## src/rtl/u2u_pkg.sv

```systemverilog
// Shared types, constants and the lead-byte classifier for the UTF-8 to UTF-16 transcoder.
// No dependencies. Every other rtl file refers to this package by scoped names.
package u2u_pkg;

  localparam int UNITS_MAX = 4;

  localparam logic [15:0] SUB_UNIT     = 16'h003F;
  localparam logic [15:0] HI_SURR_BASE = 16'hD800;
  localparam logic [15:0] LO_SURR_BASE = 16'hDC00;
  localparam logic [20:0] SUPP_BASE    = 21'h10000;

  typedef enum logic [2:0] {
    KIND_CONT  = 3'd0,
    KIND_ASCII = 3'd1,
    KIND_LEAD2 = 3'd2,
    KIND_LEAD3 = 3'd3,
    KIND_LEAD4 = 3'd4,
    KIND_BAD   = 3'd5
  } kind_t;

  typedef struct packed {
    logic [1:0]  needed;
    logic [1:0]  taken;
    logic [20:0] cp;
  } seq_t;

  typedef struct packed {
    logic [UNITS_MAX-1:0][15:0] unit;
    logic [UNITS_MAX-1:0]       sub;
    logic [2:0]                 count;
    logic                       fin;
  } bundle_t;

  function automatic kind_t byte_kind(input logic [4:0] top5);
    kind_t k;
    unique case (top5) inside
      [5'd0:5'd15]:  k = KIND_ASCII;
      [5'd16:5'd23]: k = KIND_CONT;
      [5'd24:5'd27]: k = KIND_LEAD2;
      [5'd28:5'd29]: k = KIND_LEAD3;
      5'd30:         k = KIND_LEAD4;
      default:       k = KIND_BAD;
    endcase
    return k;
  endfunction

endpackage

```

## src/rtl/u2u_decode.sv

```systemverilog
// Per-byte decode: sequence state and one byte in, next state and a bundle of code units out.
// Depends on u2u_pkg.
module u2u_decode (
  input  logic [7:0]       data,
  input  logic             fin,
  input  u2u_pkg::seq_t    seq,
  output u2u_pkg::seq_t    seq_nxt,
  output u2u_pkg::bundle_t bundle
);

  u2u_pkg::kind_t kind;
  logic           pending;
  logic           is_cont;
  logic           complete;
  logic           flush;
  logic [1:0]     taken_inc;
  logic [1:0]     taken_eff;
  logic [1:0]     flush_n;
  logic [1:0]     tail_n;
  logic [1:0]     idx;
  logic [20:0]    cp_cat;
  logic [20:0]    cp_v;
  logic [15:0]    tail0;
  logic [15:0]    tail1;
  logic           tail_sub0;

  always_comb begin
    kind      = u2u_pkg::byte_kind(data[7:3]);
    pending   = seq.needed != 2'd0;
    is_cont   = kind == u2u_pkg::KIND_CONT;
    taken_inc = seq.taken + 2'd1;
    cp_cat    = {seq.cp[14:0], data[5:0]};
    cp_v      = cp_cat - u2u_pkg::SUPP_BASE;
    complete  = pending && is_cont && (taken_inc == seq.needed);
    flush     = pending && (!is_cont || (!complete && fin));
    taken_eff = is_cont ? taken_inc : seq.taken;
    flush_n   = flush ? 2'(taken_eff + 2'd1) : 2'd0;

    tail0     = u2u_pkg::SUB_UNIT;
    tail1     = u2u_pkg::SUB_UNIT;
    tail_sub0 = 1'b0;
    tail_n    = 2'd0;
    seq_nxt   = '0;

    if (pending && is_cont) begin
      if (complete) begin
        if (cp_cat[20:16] == 5'd0) begin
          tail0  = cp_cat[15:0];
          tail_n = 2'd1;
        end else begin
          tail0  = u2u_pkg::HI_SURR_BASE + {5'd0, cp_v[20:10]};
          tail1  = u2u_pkg::LO_SURR_BASE | {6'd0, cp_v[9:0]};
          tail_n = 2'd2;
        end
      end else if (!fin) begin
        seq_nxt.needed = seq.needed;
        seq_nxt.taken  = taken_inc;
        seq_nxt.cp     = cp_cat;
      end
    end else begin
      case (kind) inside
        u2u_pkg::KIND_ASCII: begin
          tail0  = {8'd0, data};
          tail_n = 2'd1;
        end
        u2u_pkg::KIND_LEAD2, u2u_pkg::KIND_LEAD3, u2u_pkg::KIND_LEAD4: begin
          if (fin) begin
            tail_sub0 = 1'b1;
            tail_n    = 2'd1;
          end else begin
            case (kind)
              u2u_pkg::KIND_LEAD2: begin
                seq_nxt.needed = 2'd1;
                seq_nxt.cp     = {16'd0, data[4:0]};
              end
              u2u_pkg::KIND_LEAD3: begin
                seq_nxt.needed = 2'd2;
                seq_nxt.cp     = {17'd0, data[3:0]};
              end
              default: begin
                seq_nxt.needed = 2'd3;
                seq_nxt.cp     = {18'd0, data[2:0]};
              end
            endcase
          end
        end
        default: begin
          tail_sub0 = 1'b1;
          tail_n    = 2'd1;
        end
      endcase
    end

    bundle.fin   = fin;
    bundle.count = {1'b0, flush_n} + {1'b0, tail_n};
    for (int i = 0; i < u2u_pkg::UNITS_MAX; i++) begin
      idx = 2'(i) - flush_n;
      if (3'(i) < {1'b0, flush_n}) begin
        bundle.unit[i] = u2u_pkg::SUB_UNIT;
        bundle.sub[i]  = 1'b1;
      end else if (idx == 2'd0) begin
        bundle.unit[i] = tail0;
        bundle.sub[i]  = tail_sub0;
      end else begin
        bundle.unit[i] = tail1;
        bundle.sub[i]  = 1'b0;
      end
    end
  end

endmodule

```

## src/rtl/u2u_serial.sv

```systemverilog
// Bundle buffer and output register: sends a bundle's code units one transfer at a time.
// Depends on u2u_pkg.
module u2u_serial (
  input  logic             clk,
  input  logic             rst_n,
  input  logic             load,
  input  u2u_pkg::bundle_t bundle,
  output logic             busy,
  output logic             out_valid,
  input  logic             out_stall,
  output logic [15:0]      out_code_unit,
  output logic             out_is_substitute,
  output logic             out_run_last,
  output logic             out_stream_last
);

  u2u_pkg::bundle_t b_r, b_nxt;
  logic             b_valid_r, b_valid_nxt;
  logic [1:0]       pos_r, pos_nxt;
  logic             o_valid_r, o_valid_nxt;
  logic [15:0]      o_unit_r, o_unit_nxt;
  logic             o_sub_r, o_sub_nxt;
  logic             o_run_r, o_run_nxt;
  logic             o_end_r, o_end_nxt;
  logic             o_load;
  logic             b_last;
  logic             b_leave;

  always_comb begin
    o_load  = !o_valid_r || !out_stall;
    b_last  = {1'b0, pos_r} == 3'(b_r.count - 3'd1);
    b_leave = b_valid_r && o_load && b_last;
    busy    = b_valid_r && !b_leave;

    o_valid_nxt = o_valid_r;
    o_unit_nxt  = o_unit_r;
    o_sub_nxt   = o_sub_r;
    o_run_nxt   = o_run_r;
    o_end_nxt   = o_end_r;
    if (o_load) begin
      o_valid_nxt = b_valid_r;
      o_unit_nxt  = b_r.unit[pos_r];
      o_sub_nxt   = b_r.sub[pos_r];
      o_run_nxt   = b_last;
      o_end_nxt   = b_last && b_r.fin;
    end

    b_valid_nxt = b_valid_r;
    b_nxt       = b_r;
    pos_nxt     = pos_r;
    if (b_valid_r && o_load) begin
      if (b_last) begin
        b_valid_nxt = 1'b0;
      end else begin
        pos_nxt = pos_r + 2'd1;
      end
    end
    if (load) begin
      b_valid_nxt = 1'b1;
      b_nxt       = bundle;
      pos_nxt     = 2'd0;
    end
  end

  always_ff @(posedge clk) begin
    if (!rst_n) begin
      b_valid_r <= 1'b0;
      pos_r     <= 2'd0;
      o_valid_r <= 1'b0;
    end else begin
      b_valid_r <= b_valid_nxt;
      pos_r     <= pos_nxt;
      o_valid_r <= o_valid_nxt;
    end
  end

  always_ff @(posedge clk) begin
    b_r      <= b_nxt;
    o_unit_r <= o_unit_nxt;
    o_sub_r  <= o_sub_nxt;
    o_run_r  <= o_run_nxt;
    o_end_r  <= o_end_nxt;
  end

  assign out_valid         = o_valid_r;
  assign out_code_unit     = o_unit_r;
  assign out_is_substitute = o_sub_r;
  assign out_run_last      = o_run_r;
  assign out_stream_last   = o_end_r;

  a_bundle_count: assert property (@(posedge clk) disable iff (!rst_n)
    b_valid_r |-> (b_r.count != 3'd0) && ({1'b0, pos_r} < b_r.count))
    else $error("bundle buffer holds an empty bundle or runs past its count");

  a_load_free: assert property (@(posedge clk) disable iff (!rst_n)
    load |-> (!b_valid_r || b_leave))
    else $error("bundle loaded over one still in flight");

  a_stream_last: assert property (@(posedge clk) disable iff (!rst_n)
    (o_valid_r && o_end_r) |-> o_run_r)
    else $error("stream_last without run_last");

  a_substitute: assert property (@(posedge clk) disable iff (!rst_n)
    (o_valid_r && o_sub_r) |-> (o_unit_r == u2u_pkg::SUB_UNIT))
    else $error("substitute flag on a unit that is not the replacement");

endmodule

```

## src/rtl/utf8_to_utf16_transcoder.sv

```systemverilog
// Top level of the UTF-8 to UTF-16 transcoder: sequence state, decode and output serializer.
// Depends on u2u_pkg, u2u_decode and u2u_serial.
//
// Input channel: one UTF-8 byte per transfer (in_byte), with in_stream_end set on the
// final byte of a stream. Output channel: one UTF-16 code unit per transfer, with
// out_is_substitute on '?' replacements, out_run_last on the last unit caused by an input
// byte and out_stream_last on the last unit of a stream.
// A byte is decoded in the cycle it is accepted and its zero to four units are held in a
// bundle buffer, which feeds the output register one unit per cycle while the receiver
// does not stall. An accepted byte's first unit goes through the bundle buffer and then the
// output register. Throughput: one byte per cycle while each byte yields at most one
// unit and the receiver does not stall; a byte with more units holds the buffer until its
// last unit moves on, so a surrogate pair or a flush of a broken sequence holds up the input.
// Reset (rst_n low, synchronous) drops any pending sequence and any buffered units.
// When the receiver stalls, the output register holds its unit, the bundle buffer holds
// the next bundle, and in_stall rises once the buffer cannot drain.
module utf8_to_utf16_transcoder (
  input  logic        clk,
  input  logic        rst_n,
  input  logic        in_valid,
  output logic        in_stall,
  input  logic [7:0]  in_byte,
  input  logic        in_stream_end,
  output logic        out_valid,
  input  logic        out_stall,
  output logic [15:0] out_code_unit,
  output logic        out_is_substitute,
  output logic        out_run_last,
  output logic        out_stream_last
);

  u2u_pkg::seq_t    seq_r, seq_nxt, seq_dec;
  u2u_pkg::bundle_t bundle;
  logic             accept;
  logic             busy;
  logic             load;

  u2u_decode u_decode (
    .data    (in_byte),
    .fin     (in_stream_end),
    .seq     (seq_r),
    .seq_nxt (seq_dec),
    .bundle  (bundle)
  );

  always_comb begin
    accept  = in_valid && !busy;
    load    = accept && (bundle.count != 3'd0);
    seq_nxt = accept ? seq_dec : seq_r;
  end

  always_ff @(posedge clk) begin
    if (!rst_n) begin
      seq_r <= '0;
    end else begin
      seq_r <= seq_nxt;
    end
  end

  u2u_serial u_serial (
    .clk               (clk),
    .rst_n             (rst_n),
    .load              (load),
    .bundle            (bundle),
    .busy              (busy),
    .out_valid         (out_valid),
    .out_stall         (out_stall),
    .out_code_unit     (out_code_unit),
    .out_is_substitute (out_is_substitute),
    .out_run_last      (out_run_last),
    .out_stream_last   (out_stream_last)
  );

  assign in_stall = busy;

  a_taken_below_needed: assert property (@(posedge clk) disable iff (!rst_n)
    (seq_r.needed != 2'd0) |-> (seq_r.taken < seq_r.needed))
    else $error("continuation count reached the sequence length without completing");

  a_idle_clear: assert property (@(posedge clk) disable iff (!rst_n)
    (seq_r.needed == 2'd0) |-> (seq_r.taken == 2'd0 && seq_r.cp == 21'd0))
    else $error("idle sequence state not cleared");

  a_end_output: assert property (@(posedge clk) disable iff (!rst_n)
    (accept && in_stream_end) |-> load)
    else $error("stream end accepted without any unit");

endmodule
```

## config.mk

```make
export PLATFORM = sky130hd
export DESIGN_NAME = utf8_to_utf16_transcoder
export DESIGN_NICKNAME = d
export VERILOG_FILES = /design/src/rtl/u2u_pkg.sv /design/src/rtl/u2u_decode.sv /design/src/rtl/u2u_serial.sv /design/src/rtl/utf8_to_utf16_transcoder.sv
export SDC_FILE = /design/constraint.sdc
export NUM_CORES = 1
export LEC_CHECK = 0
export BUFFER_PORTS_ARGS = -buffer_cell sky130_fd_sc_hd__clkbuf_2
export CAP_MARGIN = 10
export CORE_ASPECT_RATIO = 0.75
export CORE_MARGIN = 2
export CORE_UTILIZATION = 55
export DETAILED_ROUTE_END_ITERATION = 10
export GPL_ROUTABILITY_DRIVEN = 0
export PLACE_DENSITY = 0.73
export SLEW_MARGIN = 20
export SYNTH_ARGS = -nofsm -noshare
export SYNTH_HDL_FRONTEND = slang
export SYNTH_SLANG_ARGS = --single-unit
```

## constraint.sdc

```tcl
create_clock -name clk -period 13.4 [get_ports clk]
set_input_delay 2.01 -clock clk [delete_from_list [all_inputs] [get_ports clk]]
set_output_delay 2.01 -clock clk [all_outputs]
set_load 0.02 [all_outputs]
```

==> reports/qor.csv <==
metric,value,unit
status,"complete, no violations",
largest net degree at the start of global routing,75,
worst hold slack,0.503,ns
setup violators final,0,
core area,9050,um2
dominant synthesized flop cell,edfxtp_1,
Syn-to-layout area delta,14.7,%
clk buf depth,2,
Area contributors post-synth,"edfxtp_1 (53%), dfxtp_1 (9.0%), mux4_2 (7.5%), nand2b_1 (3.1%), nand2_1 (2.9%)",
max-cap violations,0,
"CTS clk-pin slew, worst paths",0.05,ns
number of diodes,0,
Synth top cells by count,"edfxtp_1 (91), nand2_1 (40), nand2b_1 (25), nor2_1 (25), o22ai_1 (24)",
Post-CTS Setup Bufs,0,
Post-Synthesis Cells,394,
CTS hold repair buffers,0,
WL met2,4320,um
vias in the first global route,3028,
H-tree levels,4,
vias per std cell,5.64,
Worst setup EP type,register,
chip width,115,um
WL met3,772,um
GRT overflow,0,
Die Y,87.5,um
cells along the critical path,clkbuf_2 > nor2b_2 > a22oi_1 > clkbuf_4 > nand2b_1 > inv_1 > fa_1 > o31a_2 > buf_4,
layout net count,445,
Crit path required time,13.42,ns
CTS tree,done,
initial antenna violation count,0,
Avg Synthesized Cell Area,13.0,um2
Worst Path Arrival,5.63,ns
Fin. Hold Viols,0,
Yosys top cell area share,53.4,%
drt drc,0,
DPL Wire Length,6270,um
Num CTS Buffers,17,
Starting Density,56.5,%
post-synthesis register bit count,114,
crit path launch type,input port,
Final TNS setup,0,ns
Yosys top cell by area,edfxtp_1,
die footprint,10100,um2
row count,30,
largest stage delay on the critical path,0.76,ns
total power,943,uW
"Seq/Total Area, Yosys",62.4,%
Leak,0.00211,uW
post-route ant nets,0,
CTS Sinks,114,
I/O Buffers,33,
share of flip-flops with an asynchronous set or reset,0,%
worst hold-check path type,register to register,
Tmin final,5.61,ns
Post-Syn Area,5110,um2
fin. max-slew vios,0,
fmax,178,MHz
maximum vdd drop,0.0000877,V
first-pass detailed-route iteration total,5,
post-cts sizing count,0,
synth warn,0,
highest routed layer,met4,
Synth cell types,52,
power per cell area,161,nW/um2
"EDFF count, synth",91,
Routed Wire Length,9680,um
routed metal-1 wirelength,4420,um
Worst-Margin Slew,1.04,ns
critical path's slowest cell,nand2b_1,
via count,3196,
first-pass GRT wire length,15800,um
routed len/inst,17.1,um
Clock Skew,0.00919,ns
io pins,34,
critical path type,input port to register,
GRT Total Usage,21.5,%
crit share post-route,41.9,%
worst-path fanout max,74,
most frequent cell after synthesis,edfxtp_1,
RSZ-0062 raised after global routing,false,
layout cells sized above 1,20.0,%
Root Buffer,clkbuf_16,
worst rel slew slack,30.4,%
Clock Latency Late Sink,0.41,ns
filler cell count,657,
Iter 0 DRT Violations,345,
-- path summary, 6_finish.rpt --
| kind | slack (ns) | from | depth (start not counted) | end |
|---|---|---|---|---|
| min | 0.50 | seq_r[11] | 2 | seq_r[11] |
| max | 7.79 | in_byte[7] | 9 | u_serial.b_r[63] |
| min reg2reg | 0.50 | seq_r[11] | 2 | seq_r[11] |
| max reg2reg | 8.75 | seq_r[22] | 8 | u_serial.b_r[63] |
-- layer usage --
metal | global-route usage, % | vias to the layer above
met5 | 0 | -
met4 | 9.64 | 0
met3 | 7.24 | 14
met2 | 30.3 | 128
met1 | 30.6 | 1549
li1 | - | 1505
-- through the flow --
step	instance area, um2	setup slack (ns)	utilization (%)	cells
finish	5870	7.79	64.8	567
global placement	5350	7.29	59.1	536
CTS	5860	7.50	64.8	566
floorplan	5120	7.39	-	396
detailed placement	5350	7.10	59.1	536
global route	5870	7.42	64.8	567
-- where the power goes --
part,total (uW),leakage [uW],switching [uW],internal [uW]
Clock,389,0.000240,141,248
Sequential,443,0.00104,11.2,432
Combinational,110,0.000831,70.9,39.6
Total,943,0.00211,223,720
-- worst max-delay path, delay by kind of cell --
kind / cells / cell delay (ns)
buffers and inverters: 4 / 1.54
and+or+nand+nor: 2 / 0.98
adders and majority gates: 1 / 0.61
AOI/OAI and AO/OA: 2 / 0.45
-- final cells by class --
| type | instances | area (um2) | area share, % |
|---|---|---|---|
| timing repair buffer | 37 | 195 | 3.33 |
| inverter | 23 | 86.3 | 1.47 |
| multi-input combinational | 235 | 1720 | 29.4 |
| clock inverter | 8 | 65.1 | 1.11 |
| clock buffer | 22 | 444 | 7.57 |
| tap | 128 | 160 | 2.73 |
| sequential | 114 | 3190 | 54.4 |
-- sequential cells by signal (all words and copies together), names as in the netlist --
signal and flops:
u_serial.out_is_substitute 1, seq_r 19, u_serial.pos_r 2, u_serial.out_stream_last 1, u_serial.out_code_unit 16, u_serial.out_run_last 1
u_serial.b_valid_r 1, u_serial.out_valid 1, u_serial.b_r 72
-- placed cells by master (no fill, tap or decap), types with 10 or more instances in the layout --
| cell | synthesis | layout |
|---|---|---|
| dfxtp_1 | 23 | 23 |
| o22ai_1 | 24 | 24 |
| mux4_2 | 17 | 17 |
| inv_1 | 23 | 23 |
| nand2b_1 | 25 | 25 |
| clkbuf_2 | 0 | 33 |
| nor2_1 | 25 | 25 |
| nand2_1 | 40 | 40 |
| edfxtp_1 | 91 | 91 |
| clkbuf_16 | 0 | 17 |
| and2_1 | 12 | 12 |
| a21oi_1 | 10 | 10 |
| o21ai_0 | 11 | 11 |
-- cells by family (layout without fill, tap and decap cells) --
logic type	Yosys count	count (layout)	synth area share [%]
simple gates	131	131	13.1
flops	114	114	62.4
compound gates	70	70	9.84
buf+inv	47	90	4.06
mux	19	19	7.88
xor+xnor	8	8	1.52
fa+ha+maj	4	4	1.13
other cells	1	3	0.0733
No activity file was read; power rests on OpenSTA's default activity.
